File: src/rtl/hsw_pkg.sv
// hsw_pkg: shared constants, register indexes and control types for the
// hillshade window block. Used by the interfaces, the cells and the top level.
package hsw_pkg;

  // Fixed-point formats
  localparam int FRAC_BITS       = 16;
  localparam int SAMPLE_BITS_DEF = 16;
  localparam int P_BITS          = 32;
  localparam int SUN_BITS        = 32;
  localparam int SCALE_BITS      = 24;
  localparam int NINV_BITS       = 17;
  localparam int SHADE_BITS      = 16;
  localparam int MASK_BITS       = 9;

  // Datapath widths
  localparam int PROD_BITS = 2 * P_BITS;              // full 32x32 product
  localparam int NUM_BITS  = PROD_BITS - FRAC_BITS + 2; // numerator, signed
  localparam int NRM_BITS  = NUM_BITS + NINV_BITS;    // |num| * norm
  localparam int RAD_BITS  = 2 * P_BITS;              // radicand
  localparam int ROOT_BITS = RAD_BITS / 2;
  localparam int REM_BITS  = ROOT_BITS + 3;           // square-root remainder
  localparam int QUO_BITS  = 16 + (FRAC_BITS - 15) + 1; // quotient bits kept
  localparam int HI_BITS   = NRM_BITS - QUO_BITS;
  localparam int SQ_CELLS  = RAD_BITS / 2;

  localparam logic [NINV_BITS-1:0] ONE_FX      = NINV_BITS'(1) << FRAC_BITS;
  localparam logic [RAD_BITS-1:0]  RAD_BIAS    = RAD_BITS'(1) << (2 * FRAC_BITS);
  localparam logic [PROD_BITS-1:0] TRUNC_ADJ   = PROD_BITS'((1 << FRAC_BITS) - 1);
  localparam logic [P_BITS-1:0]    P_MAX       = {1'b0, {(P_BITS-1){1'b1}}};
  localparam logic [P_BITS-1:0]    P_MIN       = {1'b1, {(P_BITS-1){1'b0}}};
  localparam logic [SHADE_BITS-1:0] SHADE_MAX  = {1'b0, {(SHADE_BITS-1){1'b1}}};
  localparam logic [SHADE_BITS-1:0] SHADE_MIN  = {1'b1, {(SHADE_BITS-1){1'b0}}};

  // Configuration port
  localparam int CFG_IDX_BITS  = 8;
  localparam int CFG_DATA_BITS = 32;
  localparam logic [CFG_IDX_BITS-1:0] REG_SUN_P        = 8'd0;
  localparam logic [CFG_IDX_BITS-1:0] REG_SUN_Q        = 8'd1;
  localparam logic [CFG_IDX_BITS-1:0] REG_GRAD_SCALE   = 8'd2;
  localparam logic [CFG_IDX_BITS-1:0] REG_SUN_NORM_INV = 8'd3;

  localparam logic [SCALE_BITS-1:0] GRAD_SCALE_RST = 24'd21845;
  localparam logic [NINV_BITS-1:0]  NINV_RST       = 17'd65536;

  // Per-item control that rides along the cell chains
  typedef struct packed {
    logic valid;
    logic is_null;
    logic neg;
    logic ovf;
  } ctl_t;

endpackage

File: src/rtl/hsw_div_cell.sv
// hsw_div_cell: one restoring-division step, one quotient bit, registered.
// Depends on hsw_pkg.
module hsw_div_cell import hsw_pkg::*; (
  input  logic                 clk,
  input  logic                 rst,
  input  logic                 en,
  input  ctl_t                 ctl_i,
  input  logic [ROOT_BITS-1:0] den_i,
  input  logic [ROOT_BITS-1:0] rem_i,
  input  logic [QUO_BITS-1:0]  lo_i,
  input  logic [QUO_BITS-1:0]  quo_i,
  output ctl_t                 ctl_o,
  output logic [ROOT_BITS-1:0] den_o,
  output logic [ROOT_BITS-1:0] rem_o,
  output logic [QUO_BITS-1:0]  lo_o,
  output logic [QUO_BITS-1:0]  quo_o
);

  logic [ROOT_BITS:0] rem_sh;
  logic [ROOT_BITS:0] diff;
  logic               ge;

  // partial remainder stays below the divisor, so one compare decides the bit
  always_comb begin
    rem_sh = {rem_i, lo_i[QUO_BITS-1]};
    diff   = rem_sh - {1'b0, den_i};
    ge     = rem_sh >= {1'b0, den_i};
  end

  always_ff @(posedge clk) begin
    if (rst) begin
      ctl_o <= '0;
    end else if (en) begin
      ctl_o <= ctl_i;
    end
  end

  always_ff @(posedge clk) begin
    if (en) begin
      den_o <= den_i;
      rem_o <= ge ? diff[ROOT_BITS-1:0] : rem_sh[ROOT_BITS-1:0];
      lo_o  <= {lo_i[QUO_BITS-2:0], 1'b0};
      quo_o <= {quo_i[QUO_BITS-2:0], ge};
    end
  end

endmodule
File: config.mk
export PLATFORM = sky130hd
export DESIGN_NAME = hsw_div_cell
export DESIGN_NICKNAME = d
export VERILOG_FILES = /design/src/rtl/hsw_pkg.sv /design/src/rtl/hsw_div_cell.sv
export SDC_FILE = /design/constraint.sdc
export NUM_CORES = 1
export LEC_CHECK = 0
export BUFFER_PORTS_ARGS = -buffer_cell sky130_fd_sc_hd__buf_2
export CORE_AREA = 5 5 114 116
export CTS_BUF_LIST = sky130_fd_sc_hd__clkbuf_4
export CTS_CLUSTER_SIZE = 24
export DETAILED_ROUTE_END_ITERATION = 7
export DIE_AREA = 0 0 119 121
export PLACE_DENSITY = 0.83
export SYNTH_ARGS = -nofsm -noshare
export SYNTH_HDL_FRONTEND = slang
export SYNTH_SLANG_ARGS = --single-unit
File: constraint.sdc
create_clock -name clk -period 3 [get_ports clk]
set_clock_uncertainty 0.1 [all_clocks]
set_input_delay 0 -clock clk [delete_from_list [all_inputs] [get_ports clk]]
set_output_delay 0 -clock clk [all_outputs]
set_load 0.01 [all_outputs]
==> summary.md, run 1 <==
| Metric | Value |
|---|---|
| Cells after Synth | 457 |
| WHS | -0.3903 ns |
| All-Layer GR Usage | 21.47% |
| Max clock buf depth | 2 |
| Drt total wl | 15800 um |
| EDFF count, synth | 99 |
| Endpoints failing setup | 3 |
| Final Util | between 60 and 70% |
| Ys Warns | 0 |
| Min-delay worst type | in -> reg |
| Cells after DPL | between 800 and 900 |
| Final ANT Viol Nets | 0 |
| H-tree depth | 3 |
| Cell Pwr Density | between 400 and 500 nW/um^2 |
| Fmax achieved | approximately 0.33 GHz |
| Sw frac | 30.01% |
| Area delta synth->final | 51.03% |
| Gate power share | 29.4% |
| Worst VDD drop | 0.0002223 V |
| Post-synth net total | around 600 |
| Die area | 14400 sq um |
| Ys async rst share | 0% |
| Power share of the clock group | about a fifth |
| Min Clock Period, post-route | 3.007 ns |
| WP data arrival | ~3.2 ns |
| Die Y | 121 um |
| Crit Path Category | in -> reg |
| CTS tree | yes |
| Routed len/inst | 16.69 um |
| Pin count of the biggest net entering global routing | 67 |
| Critical Path Max Stage Delay | just under 0.6 ns |
| Hold buffers post-CTS | just over 100 |
| First drt pass iteration count | 4 |
| Worst rel slew slack | 62.01% |
| Reg2reg setup slack | 1.74 ns |
| Clock root cell | clkbuf_4 |
| Total power | 3.622 mW |
| Syn avg cell area | ~12 sq um |
| Final period util | 100.2% |
| Startpoint types | primary input |
| Synth Flop Type | edfxtp_1 |
| Placer Congestion | 0.9182 |
| Net load switching power | between 1 and 1.5 mW |
| Initial Util | around 45% |
| Share of cells above drive strength 1 | 34.88% |
| GRT overflow | 0 |
| Net count, final | 935 |
| Row count | 40 |
| Worst setup margin | -0.007114 ns |
| Sequential fraction of the synthesis area | 57.36% |
| Setup crit end kind | flop |
| CTS sink cnt | 103 |
| Area of the mapped netlist | 5323 sq um |
| Vias per cell | a little over 5 |
| Pint | 2.535 mW |
| Drt drc | 0 |
| Clock Pin Slew Worst Setup and Hold Paths | 0.16 ns |
| Flops & latches, synth | roughly 100 |
| Status | finished with violations |
| Crit path max fanout | 8 |
| Slew @ Worst Pin | 0.5672 ns |
| Slew Viols, Final | 0 |
| Vias | 4817 |
| Clock latency on the worst-skew pair | 0.49 ns |
| Port Buf Inserts | 208 |
| Data required time of the critical path | 3.15 ns |
| RSZ-0062 raised after global routing | true |
| Global-route wire length before repair | 24800 um |
| Critical path's slowest cell | or4_4 |
| Fin. Hold Viols | 2 |
| I/O pin total | 211 |
| Initial detailed-routing violation count | 333 |
| Core area | about 12000 sq um |
| Leakage Power | 3.603 nW |
| Initial antenna violation count | 0 |
| Post-detailed-placement half-perimeter wirelength | 11090 um |
| Fin cells | around 950 |
| N_diodes | 0 |
| Die Wd | 119 um |
| Netlist cell types | 49 |
| Max-cap viol count | 0 |
| Vias in the first global route | 5061 |
| Reg power frac | 49.5% |
| Failing checks | hold timing, setup timing |
| Num CTS Buffers | 9 |
| Cell Chain, Critical Path | dlygate4sd3_1 > buf_2 > inv_1 > ha_4 > nand4_1 > or4_4 > a21oi_4 > nor3_2 > a211oi_2 > o21ai_2 > o31ai_4 > buf_6 > buf_12 > mux2_2 |
[cells in the mapped netlist, drive strengths merged, types with 4 or more instances]
master	n	area, sq um
a21o	13	97.59
mux2i	5	50.05
nand2	27	101.4
nor2	40	150.1
ha	32	400.4
nand3	8	40.04
o21ai	17	88.83
dfxtp	4	80.08
nand4	8	50.05
o21a	6	45.04
xor2	13	113.9
mux2	10	112.6
xnor2	14	122.6
buf	8	58.81
a21oi	57	285.3
a211oi	4	35.03
o211ai	4	30.03
inv	38	142.6
nor4	4	25.02
edfxtp	99	2973
clkbuf	10	37.54
[kinds of logic after synthesis]
logic type / count (synthesis) / synth area share, %
AO/OA/AOI/OAI: 119 / 13.87
XOR/XNOR: 27 / 4.443
adder cells (fa/ha/maj): 33 / 7.898
buffers and inverters: 56 / 4.490
flip-flops: 103 / 57.36
multiplexers: 15 / 3.056
other: 1 / 0.07045
AND/OR/NAND/NOR: 103 / 8.815
[through the flow]
stage	setup slack [ns]	cell area, sq um	TNS, ns
after global routing	-0.09890	8039	-1.395
after global placement	0.007442	6689	0
after detailed placement	-0.1011	6689	-0.1011
after floorplan	0.07820	5323	0
final	-0.007114	8039	-0.008835
after CTS	0.008204	7866	0
[routing by layer]
| layer | GRT usage, % | wire length [um] |
|---|---|---|
| met5 | 0 | 0 |
| met4 | 5.576 | 245 |
| met3 | 6.434 | 1098 |
| met2 | 39.99 | 8354 |
| met1 | 23.78 | 6104 |
[power groups by stage]
stage	registers [mW]	clock network (mW)	logic (mW)
6_report	1.79	0.762	1.07
5_1_grt	1.81	0.854	1.16
4_1_cts	1.80	0.773	1.02
3_5_place_dp	1.83	0	0.906
3_3_place_gp	1.82	0	0.881
2_1_floorplan	1.91	0	0.422
[sequential cells by signal, summed over array words and instances, names as in the netlist]
name   count
den_o     32
quo_o     18
ctl_o      4
rem_o     32
lo_o      17
[critical path: cells and delay by family]
kind	cells	cell delay, ns
buffers and inverters	5	0.99
AND/OR/NAND/NOR	3	0.80
AO/OA/AOI/OAI	4	0.76
multiplexers	1	0.33
adder cells (fa/ha/maj)	1	0.26
[cell usage in the layout (no fill, tap or decap), types with 5 or more instances in the layout]
cell type      netlist  final
nand4_1              8      8
nand2_1             27     27
nand3_1              8      8
ha_1                32     28
a21oi_1             57     52
dlygate4sd3_1        0    103
o21a_1               6      6
mux2_2               6      5
mux2i_1              5      5
xnor2_1             14     14
edfxtp_1            99     99
inv_1               38     38
a21o_1              13     13
buf_4                5     30
clkbuf_4             0      9
xor2_1              13     13
nor2_1              40     40
buf_2                2    206
o21ai_0             15     15
[worst paths after layout]
| kind | endpoint | startpoint | cells past startpoint |
|---|---|---|---|
| worst max-delay path | rem_o[10] | den_i[7] | 14 |
| worst min register to register | ctl_o[1] | ctl_o[1] | 2 |
| worst min-delay path | den_o[0] | den_i[0] | 1 |
| worst max register to register | ctl_o[0] | ctl_o[0] | 3 |
[cell type report]
cell class	instances	area [sq um]
clock buffer	9	67.56
clock inverter	7	78.83
fill	858	3772
inverter	38	142.6
multi-input combinational	298	2127
sequential	103	3053
tap	147	183.9
timing repair buffer	345	2386
[timing repair]
action / in CTS / in global routing
setup endpoints to repair: 0 / 27
resized for setup: 0 / 17
hold endpoints to repair: 139 / 2
buffers inserted: 0 / 6
Power figures use the tool's default switching activity.
==> inputs of run 2 (changes only) <==
--- a/config.mk
+++ b/config.mk
@@ -6,11 +6,11 @@
 export NUM_CORES = 1
 export LEC_CHECK = 0
 export BUFFER_PORTS_ARGS = -buffer_cell sky130_fd_sc_hd__buf_2
-export CORE_AREA = 5 5 114 116
+export CORE_AREA = 2 2 111 113
 export CTS_BUF_LIST = sky130_fd_sc_hd__clkbuf_4
 export CTS_CLUSTER_SIZE = 24
 export DETAILED_ROUTE_END_ITERATION = 7
-export DIE_AREA = 0 0 119 121
+export DIE_AREA = 0 0 113 115
 export PLACE_DENSITY = 0.83
 export SYNTH_ARGS = -nofsm -noshare
 export SYNTH_HDL_FRONTEND = slang
==> summary.md, run 2 (synthesis gave the netlist of run 1 again) <==
| Metric | Value |
|---|---|
| Status | finished with violations |
| Failing checks | DRC, hold timing |
| Clock Pin Slew Worst Setup and Hold Paths | 0.15 ns |
| Finished Cell Area | 8099 sq um |
| Port Buf Inserts | approximately 210 |
| Row count | 40 |
| Vias | 4874 |
| Final period util | a little over nine tenths |
| Startpoint types | primary input |
| Fin. Hold Viols | 2 |
| All-Layer GR Usage | 23.36% |
| Setup crit end kind | flop |
| Placed cell areas | 6676 sq um |
| Total power | 3.610 mW |
| Max clock buf depth | 2 |
| Setup TNS | 0 ns |
| Most frequent cells in the layout | buf_2 (199), dlygate4sd3_1 (104), edfxtp_1 (99) |
| Crit path max fanout | 5 |
| Die area | 13000 sq um |
| Endpoints failing setup | 0 |
| Fmax achieved | 0.3372 GHz |
| Crit Path Category | in -> reg |
| WHS | -0.3914 ns |
| Min Clock Period, post-route | ~3.0 ns |
| Min-delay worst type | in -> reg |
| Max-cap viol count | 0 |
| Initial antenna violation count | 0 |
| Slew @ Worst Pin | 0.5850 ns |
| Initial detailed-routing violation count | 361 |
| Die Y | 115 um |
| Share of cells above drive strength 1 | 35.18% |
| Final Util | 68.57% |
| GRT overflow | 0 |
| CTS tree | yes |
| Post-detailed-placement half-perimeter wirelength | 10550 um |
| Drt total wl | about 16000 um |
| Fillcell total | 871 |
| Cell Pwr Density | 445.7 nW/um^2 |
| Leakage Power | 3.603 nW |
| Die Wd | 113 um |
| Pin count of the biggest net entering global routing | 64 |
| Clock latency on the worst-skew pair | 0.48 ns |
| CTS sink cnt | 103 |
| Biggest regs | den_o: 32 flops, rem_o: 32 flops, quo_o: 18 flops |
| N_diodes | 0 |
| Initial Util | 45.06% |
| H-tree depth | 3 |
| Data required time of the critical path | 3.15 ns |
| WP data arrival | 3.11 ns |
| Clock root cell | clkbuf_4 |
| Net count, final | 931 |
| Reg2reg setup slack | 1.69 ns |
| I/O pin total | between 200 and 250 |
| Drt drc | 19 |
| Most common cell after layout, fill and taps aside | buf_2 |
| Worst VDD drop | 0.0002317 V |
| Vias per cell | 5.169 |
| Final ANT Viol Nets | 0 |
| Vias in the first global route | 4832 |
| Worst rel slew slack | about three fifths |
| Num CTS Buffers | 9 |
| Routed len/inst | 16.48 um |
| Placer Congestion | 0.9252 |
| Slew Viols, Final | 0 |
| Post-place setup slack | -0.07841 ns |
| Core area | 11810 sq um |
| Global-route wire length before repair | approximately 24000 um |
| Worst setup margin | 0.03454 ns |
| Area delta synth->final | 52.16% |
| First drt pass iteration count | 8 |
run 2: cell types whose count changed in the layout (fill, tap and decap cells not counted), moves of 2 or more:
cell,previous run,this run
a21oi_1,52,54
buf_2,206,199
clkbuf_4,9,11
dlymetal6s4s_1,0,3
ha_1,28,21
ha_4,4,11
inv_1,38,36
inv_2,0,2
run 2: path summary, 6_finish.rpt:
| check | start | end | depth (start not counted) |
|---|---|---|---|
| hold / removal | den_i[0] | den_o[0] | 1 |
| hold reg to reg | ctl_o[0] | ctl_o[0] | 2 |
| setup reg to reg | ctl_o[2] | ctl_o[2] | 3 |
| setup / recovery | den_i[7] | rem_o[4] | 14 |
run 2: repair_timing:
| item | CTS | global route |
|---|---|---|
| hold buffers | 104 | 3 |
| hold endpoints to repair | 138 | 5 |
| buffers inserted | 0 | 6 |
| resized for setup | 0 | 32 |
| setup endpoints to repair | 0 | 22 |
run 2: area by class of cell:
cell class / count / area (sq um) / area share, %
sequential: 103 / 3053 / 37.70
tap: 147 / 183.9 / 2.271
multi-input combinational: 298 / 2212 / 27.31
inverter: 38 / 142.6 / 1.761
clock inverter: 5 / 56.30 / 0.6952
timing repair buffer: 341 / 2369 / 29.24
clock buffer: 11 / 82.58 / 1.020
run 2: routing by layer:
metal	wire, um	vias up	GRT usage, %
met4	374	0	9.593
met3	1181	35	5.061
met5	0	-	0
met1	5880	2290	26.90
li1	-	2334	-
met2	8100	215	42.36
run 2: power by group:
| part | leakage (nW) | total [mW] | internal (mW) | switching [mW] |
|---|---|---|---|---|
| Sequential | 1.00 | 1.79 | 1.76 | 0.0377 |
| Clock | 0.0793 | 0.746 | 0.276 | 0.470 |
| Combinational | 2.52 | 1.07 | 0.520 | 0.550 |
| Total | 3.60 | 3.61 | 2.55 | 1.06 |
run 2: per-stage QoR:
step | std cells | hold WS [ns]
finish | 943 | -0.3914
detailed placement | 822 | 0.07827
global route | 943 | -0.4152
floorplan | 457 | -0.02762
CTS | 942 | -0.4329
global placement | 822 | 0.07673
run 2: worst max-delay path, cell delays in order:
cell and delay (ns):
dlygate4sd3_1 0.54, buf_2 0.12, inv_2 0.05, ha_4 0.26
nand4_1 0.17, or4_4 0.56, a21oi_2 0.14, nor3_2 0.06
a211oi_2 0.27, o21ai_2 0.12, o31ai_4 0.22, buf_6 0.15
buf_8 0.12, mux2_2 0.33
==> inputs of run 3 (changes only) <==
--- a/config.mk
+++ b/config.mk
@@ -6,12 +6,12 @@
 export NUM_CORES = 1
 export LEC_CHECK = 0
 export BUFFER_PORTS_ARGS = -buffer_cell sky130_fd_sc_hd__buf_2
-export CORE_AREA = 2 2 111 113
+export CORE_AREA = 2 2 106 108
 export CTS_BUF_LIST = sky130_fd_sc_hd__clkbuf_4
 export CTS_CLUSTER_SIZE = 24
 export DETAILED_ROUTE_END_ITERATION = 7
-export DIE_AREA = 0 0 113 115
-export PLACE_DENSITY = 0.83
+export DIE_AREA = 0 0 108 110
+export PLACE_DENSITY = 0.87
 export SYNTH_ARGS = -nofsm -noshare
 export SYNTH_HDL_FRONTEND = slang
 export SYNTH_SLANG_ARGS = --single-unit
==> constraint.sdc (replaced) <==
create_clock -name clk -period 3.4 [get_ports clk]
set_clock_uncertainty 0.1 [all_clocks]
set_input_delay 0 -clock clk [delete_from_list [all_inputs] [get_ports clk]]
set_output_delay 0 -clock clk [all_outputs]
set_load 0.01 [all_outputs]
==> summary.md, run 3 (synthesis gave the netlist of run 1 again) <==
| Metric | Value |
|---|---|
| Status | finished, final reports clean |
| Final ANT Viol Nets | 0 |
| Global-route wire length before repair | 23680 um |
| WP data arrival | 3.39 ns |
| First drt pass iteration count | 5 |
| Initial antenna violation count | 1 |
| Clock Pin Slew Worst Setup and Hold Paths | 0.18 ns |
| Fin. Hold Viols | 0 |
| Initial detailed-routing violation count | around 270 |
| Min Clock Period, post-route | 3.244 ns |
| Vias in the first global route | just under 5000 |
| Most frequent cells in the layout | buf_2 (207), dlygate4sd3_1 (105), edfxtp_1 (99) |
| Pin count of the biggest net entering global routing | approximately 70 |
| Initial Util | 49.75% |
| Crit Path Category | in -> reg |
| Vias | approximately 4900 |
| CTS tree | yes |
| All-Layer GR Usage | 25.85% |
| Clock root cell | clkbuf_4 |
| Row count | 38 |
| Slew Viols, Final | 0 |
| Final period util | between 90% and 100% |
| Drt total wl | 15490 um |
| Setup TNS | 0 ns |
| Slew @ Worst Pin | roughly 0.86 ns |
| Routed len/inst | 16.87 um |
| Vias per cell | 5.308 |
| Min-delay worst type | in -> reg |
| Post-detailed-placement half-perimeter wirelength | approximately 9900 um |
| Core area | 10700 sq um |
| Crit path max fanout | 3 |
| Worst rel slew slack | 42.38% |
| Fin cells | 918 |
| Fmax achieved | roughly 0.31 GHz |
| Die area | 11880 sq um |
| Finished Cell Area | 7752 sq um |
| H-tree depth | 3 |
| Clock latency on the worst-skew pair | about 0.45 ns |
| Num CTS Buffers | 9 |
| RSZ-0062 raised after global routing | false |
| Port Buf Inserts | 208 |
| Placed cell areas | 6525 sq um |
| Biggest regs | den_o: 32 flops, rem_o: 32 flops, quo_o: 18 flops |
| Hold path start | en |
| Fillcell total | 707 |
| Max clock buf depth | 2 |
| Setup crit end kind | flop |
| Net count, final | 912 |
| Drt drc | 0 |
| CP startpoint | lo_i[17] |
| Data required time of the critical path | 3.54 ns |
| Worst r2r src | ctl_o[2] |
| Most common cell after layout, fill and taps aside | buf_2 |
| Leakage Power | approximately 3.5 nW |
| I/O pin total | 211 |
| Post-CTS Setup Repair Bufs | 0 |
| Post-place setup slack | between 0.07 and 0.08 ns |
| Worst VDD drop | 0.0002399 V |
| Cell Pwr Density | 407.3 nW/um^2 |
| Share of cells above drive strength 1 | 31.79% |
| Die Y | 110 um |
| Area delta synth->final | 45.65% |
| Startpoint types | primary input |
| Placer Congestion | 0.9237 |
| GRT overflow | 0 |
| Endpoints failing setup | 0 |
| Cells after DPL | between 700 and 800 |
| CTS sink cnt | approximately 100 |
| Max-cap viol count | 0 |
| Worst setup margin | ~0.16 ns |
| Die Wd | 108 um |
[run 3: cell count changes in the layout (fill, tap and decap cells not counted), moves of 3 or more]
cell / change
buf_2: +8
dlymetal6s4s_1: -3
buf_4: -22
ha_1: +10
ha_4: -11
[run 3: area by class of cell]
class / instances / area [sq um] / share of cell area, %
Sequential cell: 103 / 3053 / 39.38
Antenna cell: 1 / 2.502 / 0.03228
Clock buffer: 10 / 75.07 / 0.9684
Timing Repair Buffer: 322 / 2178 / 28.10
Inverter: 38 / 142.6 / 1.840
Tap cell: 140 / 175.2 / 2.260
Multi-Input combinational cell: 298 / 2048 / 26.42
Clock inverter: 6 / 77.57 / 1.001
[run 3: worst max-delay path, cell delays in order]
cell and delay (ns):
dlygate4sd3_1 0.53, buf_2 0.11, inv_1 0.04, ha_1 0.20
fa_1 0.40, nand2b_1 0.18, a21oi_1 0.20, o2111ai_1 0.24
o311a_1 0.40, a21oi_2 0.23, a21oi_2 0.14, o41ai_2 0.28
xor2_1 0.10, mux2_1 0.30
[run 3: stage by stage]
stage / power, mW / util (%) / hold WS, ns
final: 3.158 / 72.47 / 0.05778
after global routing: 3.302 / 72.47 / 0.08972
after CTS: 3.125 / 72.25 / 0.05859
after floorplan: 2.060 / - / -0.02762
after global placement: 2.339 / 60.99 / 0.07678
after detailed placement: 2.363 / 60.99 / 0.07814
[run 3: what timing repair did]
item | 4_1_cts | 5_1_grt
hold buffers | 105 | 0
endpoints found under the setup margin | 0 | 17
hold endpoints to repair | 102 | 0
resized for setup | 0 | 5
[run 3: where the power goes]
part	total (mW)	internal [mW]	switching, mW
combinational	0.880	0.410	0.470
sequential	1.59	1.55	0.0356
clock	0.692	0.246	0.446
total	3.16	2.21	0.952
[run 3: worst paths after layout]
path | cells past startpoint | slack (ns) | to
max | 14 | 0.16 | rem_o[30]
min | 1 | 0.06 | den_o[4]
max reg2reg | 3 | 2.13 | ctl_o[2]
min reg2reg | 2 | 0.45 | ctl_o[3]
[run 3: layer usage]
| layer | GRT usage (%) | vias up | wire [um] |
|---|---|---|---|
| met5 | 0 | - | 0 |
| met4 | 11.63 | 0 | 602 |
| met3 | 5.115 | 50 | 1129 |
| met2 | 48.20 | 263 | 8103 |
| li1 | - | 2300 | - |
| met1 | 28.47 | 2260 | 5656 |
