### src/rtl/hsw_pkg.sv
// hsw_pkg: shared constants, register indexes and control types for the
// hillshade window block. Used by the interfaces, the cells and the top level.
package hsw_pkg;

  // Fixed-point formats
  localparam int FRAC_BITS       = 16;
  localparam int SAMPLE_BITS_DEF = 16;
  localparam int P_BITS          = 32;
  localparam int SUN_BITS        = 32;
  localparam int SCALE_BITS      = 24;
  localparam int NINV_BITS       = 17;
  localparam int SHADE_BITS      = 16;
  localparam int MASK_BITS       = 9;

  // Datapath widths
  localparam int PROD_BITS = 2 * P_BITS;              // full 32x32 product
  localparam int NUM_BITS  = PROD_BITS - FRAC_BITS + 2; // numerator, signed
  localparam int NRM_BITS  = NUM_BITS + NINV_BITS;    // |num| * norm
  localparam int RAD_BITS  = 2 * P_BITS;              // radicand
  localparam int ROOT_BITS = RAD_BITS / 2;
  localparam int REM_BITS  = ROOT_BITS + 3;           // square-root remainder
  localparam int QUO_BITS  = 16 + (FRAC_BITS - 15) + 1; // quotient bits kept
  localparam int HI_BITS   = NRM_BITS - QUO_BITS;
  localparam int SQ_CELLS  = RAD_BITS / 2;

  localparam logic [NINV_BITS-1:0] ONE_FX      = NINV_BITS'(1) << FRAC_BITS;
  localparam logic [RAD_BITS-1:0]  RAD_BIAS    = RAD_BITS'(1) << (2 * FRAC_BITS);
  localparam logic [PROD_BITS-1:0] TRUNC_ADJ   = PROD_BITS'((1 << FRAC_BITS) - 1);
  localparam logic [P_BITS-1:0]    P_MAX       = {1'b0, {(P_BITS-1){1'b1}}};
  localparam logic [P_BITS-1:0]    P_MIN       = {1'b1, {(P_BITS-1){1'b0}}};
  localparam logic [SHADE_BITS-1:0] SHADE_MAX  = {1'b0, {(SHADE_BITS-1){1'b1}}};
  localparam logic [SHADE_BITS-1:0] SHADE_MIN  = {1'b1, {(SHADE_BITS-1){1'b0}}};

  // Configuration port
  localparam int CFG_IDX_BITS  = 8;
  localparam int CFG_DATA_BITS = 32;
  localparam logic [CFG_IDX_BITS-1:0] REG_SUN_P        = 8'd0;
  localparam logic [CFG_IDX_BITS-1:0] REG_SUN_Q        = 8'd1;
  localparam logic [CFG_IDX_BITS-1:0] REG_GRAD_SCALE   = 8'd2;
  localparam logic [CFG_IDX_BITS-1:0] REG_SUN_NORM_INV = 8'd3;

  localparam logic [SCALE_BITS-1:0] GRAD_SCALE_RST = 24'd21845;
  localparam logic [NINV_BITS-1:0]  NINV_RST       = 17'd65536;

  // Per-item control that rides along the cell chains
  typedef struct packed {
    logic valid;
    logic is_null;
    logic neg;
    logic ovf;
  } ctl_t;

endpackage

### src/rtl/hsw_sqrt_cell.sv
// hsw_sqrt_cell: one digit step of the integer square root, registered.
// Also carries the normalized numerator and control along. Depends on hsw_pkg.
module hsw_sqrt_cell import hsw_pkg::*; (
  input  logic                 clk,
  input  logic                 rst,
  input  logic                 en,
  input  ctl_t                 ctl_i,
  input  logic [RAD_BITS-1:0]  rad_i,
  input  logic [REM_BITS-1:0]  rem_i,
  input  logic [ROOT_BITS-1:0] root_i,
  input  logic [NRM_BITS-1:0]  nrm_i,
  output ctl_t                 ctl_o,
  output logic [RAD_BITS-1:0]  rad_o,
  output logic [REM_BITS-1:0]  rem_o,
  output logic [ROOT_BITS-1:0] root_o,
  output logic [NRM_BITS-1:0]  nrm_o
);

  logic [REM_BITS-1:0] rem_sh;
  logic [REM_BITS-1:0] trial;
  logic                ge;

  // bring in the next two radicand bits and try root*4+1
  always_comb begin
    rem_sh = {rem_i[REM_BITS-3:0], rad_i[RAD_BITS-1 -: 2]};
    trial  = {1'b0, root_i, 2'b01};
    ge     = rem_sh >= trial;
  end

  always_ff @(posedge clk) begin
    if (rst) begin
      ctl_o <= '0;
    end else if (en) begin
      ctl_o <= ctl_i;
    end
  end

  always_ff @(posedge clk) begin
    if (en) begin
      rad_o  <= {rad_i[RAD_BITS-3:0], 2'b00};
      rem_o  <= ge ? rem_sh - trial : rem_sh;
      root_o <= {root_i[ROOT_BITS-2:0], ge};
      nrm_o  <= nrm_i;
    end
  end

endmodule

### config.mk
export PLATFORM = sky130hd
export DESIGN_NAME = hsw_sqrt_cell
export DESIGN_NICKNAME = d
export VERILOG_FILES = /design/src/rtl/hsw_pkg.sv /design/src/rtl/hsw_sqrt_cell.sv
export SDC_FILE = /design/constraint.sdc
export NUM_CORES = 1
export LEC_CHECK = 0
export ABC_AREA = 1
export ABC_CLOCK_PERIOD_IN_PS = 2200
export BUFFER_PORTS_ARGS = -buffer_cell sky130_fd_sc_hd__buf_2
export CAP_MARGIN = 25
export CORE_ASPECT_RATIO = 0.8
export CORE_MARGIN = 2
export CORE_UTILIZATION = 40
export CTS_BUF_LIST = sky130_fd_sc_hd__clkbuf_16
export CTS_CLUSTER_DIAMETER = 100
export DETAILED_ROUTE_END_ITERATION = 12
export PLACE_DENSITY_LB_ADDON = 0.1
export SETUP_SLACK_MARGIN = 0.5
export SLEW_MARGIN = 30
export SYNTH_ARGS = -nofsm -noshare
export SYNTH_HDL_FRONTEND = slang
export SYNTH_SLANG_ARGS = --single-unit
### constraint.sdc
create_clock -name clk -period 2.2 [get_ports clk]
set_input_delay 0.11 -clock clk [delete_from_list [all_inputs] [get_ports clk]]
set_output_delay 0.11 -clock clk [all_outputs]
set_load 0.005 [all_outputs]
==> impl_metrics.tcl, run 1 <==
set metrics [dict create \
    routabilityCongestion 0.8947 \
    place_inst 1590 \
    core_mm2 0.02250 \
    syn-instance-count 872 \
    grt.total_usage_pct 23.45 \
    outcome "completed" \
    cts_tree "done" \
    synth-seq-cells 200 \
    fin_nets 1741 \
    grt_pass1_vias 8123 \
    grt_start_max_net_pins 55 \
    cp-start-kind "primary input" \
    worst-path-buf-inv 4 \
    synthToLayoutAreaGrowth_pct 59.26 \
    vias 8255 \
    cpMostUsedCell "nand2_1" \
    r2r_start "ctl_o[3]" \
    drcViolationCount 0 \
    start_util_pct 40.71 \
    synth_cell_type_count 30 \
    clk_pin_slew_ns 0.09 \
    setup_viol 0 \
    clock.fmax_mhz 629.7 \
    fin_tns_setup_ns 0 \
    peakVddDrop_v 0.0005745 \
    fin_util_pct 64.83 \
    multiInputGateArea_mm2 0.002894 \
    worstPathArrival_ns 1.78 \
    grt_overflow 0 \
    end_kind "register" \
    slowest_delay_ns 0.35 \
    routedWlPerCell_um 15.75 \
    setup_ws_ns 0.6119 \
    cts.sinks 200 \
    yosysTopAreaCellShare_pct 64.26 \
    crit_type "primary input to register" \
    vias_per_cell 4.531 \
    drt-initial-drc-count 537 \
    reg2reg_slack_ns 1.07 \
    hold_viol 0 \
    pin_count 407 \
    path_cells "buf_2 -> inv_1 -> ha_1 -> nand2_1 -> nor2_2 -> nand3_1 -> nor2_1 -> nand2_1 -> nand3_2 -> nor2_4 -> nand2_8 -> inv_4 -> buf_12 -> nand2_1 -> nand2_1" \
    clk_latency_ns 0.43 \
    synthArstFlopShare_pct 0 \
    min_to "rem_o[0]" \
    drt_wl_total_um 28700 \
    power_density_mw_per_mm2 684.3 \
    dieArea_mm2 0.02413 \
    rsz0062_at_grt "false" \
    period_share_pct 72.19 \
    dp_worst_setup_slack_ns 0.1279 \
    reg2regPathDepth 3 \
    synth-edff-count 196 \
    stdcell_count 1822 \
    die_h_um 139.3 \
    synth_area_mm2 0.009159 \
    avgSynthCellArea_um2 10.50 \
    die_width_um 173.2 \
    finClkSkew_ns 0 \
    reg2reg_to "ctl_o[3]" \
    fill_cells 1868 \
    hold_start "rad_i[62]" \
    total_power_mw 9.982 \
    cts_buffers 17 \
    path_delay_family "simple AND/OR/NAND/NOR gates" \
    cts.root.buffer_cell "clkbuf_16" \
    hpwl_um 20290 \
    hp-class "primary input to register" \
    io_buffers 402 \
    drtAntennaViolNets 0 \
    h-tree-depth 4 \
    ys_seq_area_share_pct 65.14 \
    cap_violations 0 \
    slowest_stage "ha_1" \
    leakage_nw 6.934 \
    grt_antenna_before_repair 1 \
    ctsLongestPathBuffers 2 \
    cp_max_fo 16 \
    row_count 49 \
    yosysWarnings 0 \
    required_ns 2.39 \
    synth_area_leaders "edfxtp_1 (64%), nand2_1 (13%), inv_1 (5.2%), ha_1 (4.6%), nor2_1 (2.5%)" \
    period_minus_slack_ns 1.588 \
    drive_gt1_share_pct 33.33 \
    yosysTopAreaCell "edfxtp_1" \
    grt_pass1_wl_um 44150 \
    first_pass_iters 5 \
    drv_slew 0 \
    synthFlopType "edfxtp_1" \
    holdPathStages 4 \
    regArea_mm2 0.005966 \
]
## sequential cells by signal (all words and copies together) (netlist names)
name,count
rad_o,62
ctl_o,4
root_o,32
nrm_o,67
rem_o,35
## per-stage QoR
stage | hold WS (ns) | cell area (um2)
after floorplan | 0.1791 | 9213
after global placement | 0.2865 | 11740
after detailed placement | 0.2881 | 11740
after CTS | 0.06132 | 14350
after global routing | 0.09758 | 14590
final | 0.07893 | 14590
## cells in the final DEF, fill, tap and decap left out, drive strengths merged
master / synthesis / routed
nor2: 64 / 64
xor2: 16 / 16
nand4: 4 / 4
a21oi: 31 / 31
dlygate4sd3: 0 / 198
o21a: 2 / 2
edfxtp: 196 / 196
o21ai: 7 / 7
nand3: 35 / 35
dfxtp: 4 / 4
nor3: 3 / 3
xnor2: 2 / 2
diode: 0 / 1
a21o: 2 / 2
nand3b: 10 / 10
nand2: 316 / 316
clkinv: 0 / 5
conb: 1 / 2
o21bai: 3 / 3
inv: 133 / 143
a211oi: 1 / 1
buf: 8 / 419
clkbuf: 0 / 18
ha: 34 / 34
## kinds of logic (layout without fill, tap and decap cells)
kind of cell               Yosys count  in the layout  share of synthesized area (%)
xor gates and xnor gates            18             18                          1.721
adders and majority gates           34             34                          4.645
AOI/OAI and AO/OA                   46             46                          2.855
and+or+nand+nor                    432            432                          19.30
other                                1              3                        0.04094
buffers and inverters              141            783                          6.298
DFF                                200            200                          65.14
## tightest hold or removal path, cell delays in order
cell and delay, ns:
buf_2 0.13, inv_1 0.07, nand2_1 0.05, nand2_1 0.05
## worst max path at each step
stage          slack (ns)        end  depth (start not counted)  startpoint
3_5_place_dp         0.13  rem_o[32]                         16   root_i[0]
5_1_grt              0.48  rem_o[18]                         17   root_i[4]
4_1_cts              0.58  rem_o[33]                         14  root_i[15]
6_report             0.61  rem_o[18]                         15   root_i[5]
2_1_floorplan        0.50  rem_o[17]                         15  root_i[19]
3_3_place_gp         0.15  rem_o[32]                         16   root_i[0]
## per-layer routing
metal	global-route usage (%)	vias up	share of wire, %
met5	0	-	0
met4	6.557	0	2.2
met3	5.082	43	5.2
met2	40.78	277	50
met1	29.64	3826	43
li1	-	4109	-
## layout make-up
| type | instances | area share (%) |
|---|---|---|
| clock inverter | 15 | 1.381 |
| antenna | 1 | 0.01716 |
| multi-input combinational | 532 | 19.84 |
| tap | 306 | 2.625 |
| sequential | 200 | 40.90 |
| clock buffer | 17 | 2.916 |
| inverter | 133 | 3.440 |
| timing repair buffer | 618 | 28.88 |
## cells in the mapped netlist, types with 2 or more instances
master,instances
nand2_1,312
edfxtp_1,196
inv_1,127
nor2_1,61
ha_1,34
nand3_1,32
a21oi_1,28
xor2_1,16
nand3b_1,10
o21ai_0,6
inv_2,5
buf_4,4
buf_6,4
dfxtp_1,4
nand4_1,4
a21oi_2,3
nand2_2,3
nand3_2,3
nor3_1,3
o21bai_1,3
a21o_1,2
nor2_2,2
o21a_1,2
xnor2_1,2
## power breakdown
| part | switching [mW] | leakage (nW) | internal, mW |
|---|---|---|---|
| combinational | 1.03 | 4.68 | 0.967 |
| sequential | 0.0801 | 1.95 | 4.58 |
| clock | 1.73 | 0.306 | 1.59 |
| total | 2.84 | 6.93 | 7.14 |
## timing repair
action	in CTS	in global routing
endpoints found under the setup margin	0	34
hold buffers	198	0
setup buffers	0	1
endpoints found under the hold margin	197	0
resized for setup	0	31
Power figures use the tool's default switching activity.
==> inputs of run 2 (changes only) <==
--- a/config.mk
+++ b/config.mk
@@ -5,16 +5,15 @@
 export SDC_FILE = /design/constraint.sdc
 export NUM_CORES = 1
 export LEC_CHECK = 0
-export ABC_AREA = 1
-export ABC_CLOCK_PERIOD_IN_PS = 2200
+export ABC_AREA = 0
+export ABC_CLOCK_PERIOD_IN_PS = 1450
 export BUFFER_PORTS_ARGS = -buffer_cell sky130_fd_sc_hd__buf_2
 export CAP_MARGIN = 25
-export CORE_ASPECT_RATIO = 0.8
-export CORE_MARGIN = 2
-export CORE_UTILIZATION = 40
+export CORE_AREA = 2 2 157 159
 export CTS_BUF_LIST = sky130_fd_sc_hd__clkbuf_16
 export CTS_CLUSTER_DIAMETER = 100
 export DETAILED_ROUTE_END_ITERATION = 12
+export DIE_AREA = 0 0 159 161
 export PLACE_DENSITY_LB_ADDON = 0.1
 export SETUP_SLACK_MARGIN = 0.5
 export SLEW_MARGIN = 30
==> constraint.sdc (replaced) <==
create_clock -name clk -period 1.45 [get_ports clk]
set_input_delay 0.0725 -clock clk [delete_from_list [all_inputs] [get_ports clk]]
set_output_delay 0.0725 -clock clk [all_outputs]
set_load 0.005 [all_outputs]
==> impl_metrics.tcl, run 2 <==
set metrics [dict create \
    drcViolationCount 0 \
    dieArea_mm2 0.02560 \
    cap_violations 0 \
    cts.sinks 200 \
    hp-class "primary input to register" \
    drive_gt1_share_pct 53.36 \
    tightest_slew_ns 0.5157 \
    grtUsageMet3_pct 4.648 \
    outcome "finished, violations left" \
    setup_viol 36 \
    slowest_stage "or4_4" \
    first_pass_iters 5 \
    gr-usage-met1_pct 24.27 \
    yosysTopAreaCellShare_pct 69.91 \
    synth_compound_area_share_pct 10.95 \
    die_width_um 159 \
    mostFrequentLayoutCells "buf_2 (383), edfxtp_1 (196), dlygate4sd3_1 (188)" \
    fin_nets 1564 \
    startpoint "root_i[4]" \
    path_cells "buf_2 -> inv_2 -> ha_4 -> nand3_4 -> or4_4 -> o41a_1 -> o211ai_2 -> nor2_4 -> buf_4 -> clkbuf_16 -> nand2_1 -> o21ai_0" \
    regArea_mm2 0.005971 \
    drt_wl_total_um 28110 \
    reg2reg_slack_ns 0.74 \
    slowest_delay_ns 0.53 \
    cts.root.buffer_cell "clkbuf_16" \
    avgSynthCellArea_um2 14.37 \
    routabilityCongestion 0.8331 \
    end_kind "register" \
    pin_count 407 \
    cp_max_fo 14 \
    leakage_nw 6.728 \
    synth_mux_area_share_pct 0.8768 \
    synth_xor_area_share_pct 3.225 \
    grt.total_usage_pct 21.17 \
    placed_cell_area_mm2 0.01213 \
    vias 7586 \
    io_buffers 402 \
    drt-initial-drc-count 367 \
    vias_per_cell 4.556 \
    period_share_pct 136.2 \
    crit_type "primary input to register" \
    final_common_cell "buf_2" \
    synth-edff-count 196 \
    power_density_mw_per_mm2 1005 \
    setup_ws_ns -0.5249 \
    cp-start-kind "primary input" \
    drv_slew 0 \
    grt_pass1_wl_um 42090 \
    worstPathArrival_ns 2.16 \
    synth_top_family_by_area "compound AO/OA/AOI/OAI gates" \
    drtAntennaViolNets 0 \
    registers.top_by_ff_count "nrm_o" \
    period_minus_slack_ns 1.975 \
    synthTopCellsByCount "edfxtp_1 (196), nand2_1 (54), o21ai_0 (43), a21oi_1 (40), inv_1 (40)" \
    fill_cells 1908 \
    start_util_pct 35.13 \
    slew_headroom_pct 64.73 \
    core_mm2 0.02396 \
    clk_pin_slew_ns 0.08 \
    synthArstFlopShare_pct 0 \
    finClkSkew_ns 0 \
    reg2regPathDepth 3 \
    h-tree-depth 4 \
    postLayoutCellArea_mm2 0.01550 \
    clk_latency_ns 0.43 \
    grt_start_max_net_pins 62 \
    r2r_start "ctl_o[1]" \
    grt_overflow 0 \
    yosysWarnings 0 \
    hpwl_um 19690 \
    row_count 57 \
    cts_buffers 17 \
    rsz0062_at_grt "true" \
    peakVddDrop_v 0.0007137 \
    routedWlPerCell_um 16.88 \
    synthFlopType "edfxtp_1" \
    synth_area_mm2 0.008419 \
    met2_usage_pct 39.25 \
    multiInputGateArea_mm2 0.003035 \
    grt_antenna_before_repair 3 \
    cts_tree "done" \
    yosysTopAreaCell "edfxtp_1" \
    ctsLongestPathBuffers 2 \
    fin_tns_setup_ns -16.48 \
    synth_fa_ha_area_share_pct 5.053 \
    ys_seq_area_share_pct 70.86 \
    required_ns 1.63 \
    holdPathStages 3 \
    synth_area_leaders "edfxtp_1 (70%), ha_1 (5.1%), o21ai_0 (2.6%), nand2_1 (2.4%), a21oi_1 (2.4%)" \
    top_usage_layer "met2" \
    die_h_um 161 \
    reg.largest.list "nrm_o (67), rad_o (62), rem_o (35)" \
    synth-seq-cells 200 \
    synthToLayoutAreaGrowth_pct 84.05 \
    syn-instance-count 586 \
    largest_reg_flops 67 \
    violations "setup timing" \
    synth_cell_type_count 59 \
    hold_viol 0 \
    yosys.area_share.simple_pct 6.227 \
    clock.fmax_mhz 506.4 \
    hold_start "rem_i[27]" \
    grt_pass1_vias 7896 \
    yosysMostFrequentCell "edfxtp_1" \
]
## run 2: changes by cell type after synthesis, sizes merged, moves of 12 or more
cell   change
nand2    -262
inv       -92
nor2      -42
o21ai     +37
nand3     -21
xnor2     +17
a21o      +12
## run 2: cell type report
type                            instances  area share [%]
Antenna cell                            3         0.04845
Clock buffer                           17           2.745
Clock inverter                         15           1.122
Inverter                               41           1.252
Multi-Input combinational cell        332           19.59
Sequential cell                       200           38.53
Tap cell                              324           2.616
Timing Repair Buffer                  733           34.10
## run 2: layer usage
metal | vias to the layer above | wire (um)
li1 | 3676 | -
met1 | 3591 | 10920
met2 | 280 | 15100
met3 | 39 | 1435
met4 | 0 | 655
met5 | - | 0
## run 2: repair_timing
action,4_1_cts,5_1_grt
setup buffers,7,15
setup endpoints to repair,236,236
hold buffers,187,1
gates cloned,0,4
pin swaps,19,28
gates resized for setup,68,91
hold endpoints to repair,189,1
## run 2: final timing paths
kind | endpoint
setup / recovery | rem_o[17]
hold reg to reg | ctl_o[2]
hold / removal | rem_o[29]
setup reg to reg | ctl_o[1]
## run 2: stage by stage
step	total power [mW]	hold slack, ns	util (%)	setup slack [ns]	std cells
6_report	15.58	0.01140	64.67	-0.5249	1665
5_1_grt	16.27	0.02229	64.66	-0.6628	1664
4_1_cts	15.44	0.001245	62.43	-0.4978	1642
3_5_place_dp	10.03	0.2506	50.61	-1.074	1416
3_3_place_gp	10.01	0.2487	50.61	-1.054	1416
2_1_floorplan	8.413	0.1449	-	-0.7562	587
## run 2: report_power, final
group	total, mW	internal [mW]	switching [mW]
registers	7.11	6.97	0.141
clock network	4.78	2.33	2.44
logic	3.69	2.05	1.64
## run 2: kinds of logic (layout without fill, tap and decap cells)
family	Yosys count	after routing
buf+inv	55	806
fa+ha+maj	34	34
xor+xnor	31	31
other cells	1	5
flops	200	200
mux	7	7
compound gates	144	144
simple gates	114	114
## run 2: critical path: cells and delay by family
family	cells	cell delay [ns]
AND/OR/NAND/NOR	4	0.78
buffers and inverters	4	0.50
adder cells (fa/ha/maj)	1	0.27
AO/OA/AOI/OAI	3	0.53
==> inputs of run 3 (changes only) <==
--- a/config.mk
+++ b/config.mk
@@ -10,7 +10,6 @@
 export BUFFER_PORTS_ARGS = -buffer_cell sky130_fd_sc_hd__buf_2
 export CAP_MARGIN = 25
 export CORE_AREA = 2 2 157 159
-export CTS_BUF_LIST = sky130_fd_sc_hd__clkbuf_16
 export CTS_CLUSTER_DIAMETER = 100
 export DETAILED_ROUTE_END_ITERATION = 12
 export DIE_AREA = 0 0 159 161
==> constraint.sdc (replaced) <==
create_clock -name clk -period 1.45 [get_ports clk]
set_input_delay 0.0725 -clock clk [delete_from_list [all_inputs] [get_ports clk]]
set_output_delay 0.0725 -clock clk [all_outputs]
set_load 0.05 [all_outputs]
==> impl_metrics.tcl, run 3 (synthesis gave the netlist of run 2 again) <==
set metrics [dict create \
    sequentialPowerShare_pct 40.2 \
    stdcell_count 1664 \
    rsz0062_at_grt "true" \
    h-tree-depth 4 \
    vias_per_cell 4.550 \
    top_usage_layer "met2" \
    peakVddDrop_v 0.0007312 \
    comb_power_share_pct 33.3 \
    mostFrequentLayoutCells "buf_6 (210), edfxtp_1 (196), buf_2 (192)" \
    fin_util_pct 69.18 \
    gr-usage-met1_pct 25.87 \
    grt_start_max_net_pins 62 \
    path_cells "buf_2 -> inv_2 -> ha_4 -> nand3_4 -> or4_4 -> o41a_1 -> o211ai_2 -> nor2_4 -> buf_12 -> buf_12 -> a22o_1" \
    setup_ws_ns -0.5473 \
    drive_gt1_share_pct 51.91 \
    hpwl_um 19690 \
    die_h_um 161 \
    cts_buffers 17 \
    clkPwrFrac_pct 26.5 \
    clk_pin_slew_ns 0.08 \
    grt_pass1_wl_um 44730 \
    fin_hold_ws_ns 0.02348 \
    leakage_nw 7.051 \
    p_int_mw 11.93 \
    worstPathArrival_ns 2.18 \
    routedWlPerCell_um 17.74 \
    fin_nets 1563 \
    reg2regPathDepth 3 \
    slew_headroom_pct 64.70 \
    ctsLongestPathBuffers 2 \
    place_inst 1416 \
    drt-initial-drc-count 295 \
    hp-class "primary input to register" \
    hold_viol 0 \
    clk_latency_ns 0.43 \
    setup_viol 36 \
    grt_pass1_vias 8108 \
    power_density_mw_per_mm2 1089 \
    met2_usage_pct 41.66 \
    cp-start-kind "primary input" \
    core_mm2 0.02396 \
    drt_wl_total_um 29520 \
    p_sw_mw 6.123 \
    outcome "finished, violations left" \
    row_count 57 \
    final_common_cell "buf_6" \
    clock.fmax_mhz 500.7 \
    end_kind "register" \
    tightest_slew_ns 0.5162 \
    reg.largest.list "nrm_o (67), rad_o (62), rem_o (35)" \
    crit_type "primary input to register" \
    grt_overflow 0 \
    sw_frac_of_total_pct 33.92 \
    finClkSkew_ns 0 \
    vias 7572 \
    grt.total_usage_pct 22.56 \
    die_width_um 159 \
    cpMostUsedCell "buf_12" \
    period_minus_slack_ns 1.997 \
    registers.top_by_ff_count "nrm_o" \
    holdPathStages 3 \
    fill_cells 1727 \
    pin_count 407 \
    dp_worst_setup_slack_ns -1.074 \
    cap_violations 0 \
    cts.root.buffer_cell "clkbuf_16" \
    routabilityCongestion 0.8331 \
    largest_reg_flops 67 \
    drtAntennaViolNets 0 \
    cts_tree "done" \
    synthToLayoutAreaGrowth_pct 96.89 \
    slowest_delay_ns 0.53 \
    grt_antenna_before_repair 3 \
    drcViolationCount 0 \
    required_ns 1.63 \
    cp_max_fo 8 \
    period_share_pct 137.7 \
    io_buffers 402 \
    cts.sinks 200 \
    drv_slew 0 \
    first_pass_iters 4 \
    grtUsageMet3_pct 5.470 \
    dieArea_mm2 0.02560 \
    start_util_pct 35.13 \
    slowest_stage "or4_4" \
    violations "setup timing" \
]
run 3: worst paths after layout:
path,from,endpoint,slack [ns]
max reg2reg,ctl_o[1],ctl_o[1],0.72
min reg2reg,ctl_o[3],ctl_o[3],0.51
max,root_i[4],rem_o[31],-0.55
min,rem_i[6],rem_o[8],0.02
run 3: routing by layer:
layer,vias to the layer above,wire length (um)
met1,3606,11270
met3,31,1696
met4,0,590
met2,265,15960
li1,3670,-
met5,-,0
run 3: what timing repair did:
item,4_1_cts,5_1_grt
gates cloned,0,1
hold buffers,187,2
buffers inserted,7,16
pin swaps,19,26
resized for setup,460,72
endpoints found under the setup margin,236,236
endpoints found under the hold margin,189,2
run 3: through the flow:
step	total power, mW	setup TNS [ns]	area, um2
global placement	11.80	-33.69	12130
finish	18.05	-14.86	16580
detailed placement	11.82	-34.29	12130
global route	18.74	-16.81	16570
CTS	17.95	-14.42	16160
floorplan	10.24	-20.86	8837
run 3: power groups by stage:
stage          registers, mW  clock network [mW]  logic (mW)
3_5_place_dp            7.23                   0        4.59
6_report                7.26                4.78        6.01
2_1_floorplan           9.14                   0        1.10
4_1_cts                 7.24                4.93        5.78
5_1_grt                 7.31                5.12        6.31
3_3_place_gp            7.22                   0        4.58
run 3: layout make-up:
cell class                      instances  area (um2)  share of cell area (%)
Antenna cell                            3       7.507                 0.04529
Clock buffer                           17       425.4                   2.566
Clock inverter                         15       173.9                   1.049
Inverter                               41       203.9                   1.230
Multi-Input combinational cell        332        2925                   17.65
Sequential cell                       200        5971                   36.02
Tap cell                              324       405.4                   2.445
Timing Repair Buffer                  732        6465                   39.00
run 3: worst max-delay path, delay by kind of cell:
| kind | cells | cell delay (ns) |
|---|---|---|
| AO/OA/AOI/OAI | 3 | 0.68 |
| adder cells (fa/ha/maj) | 1 | 0.27 |
| AND/OR/NAND/NOR | 3 | 0.69 |
| buffers and inverters | 4 | 0.46 |
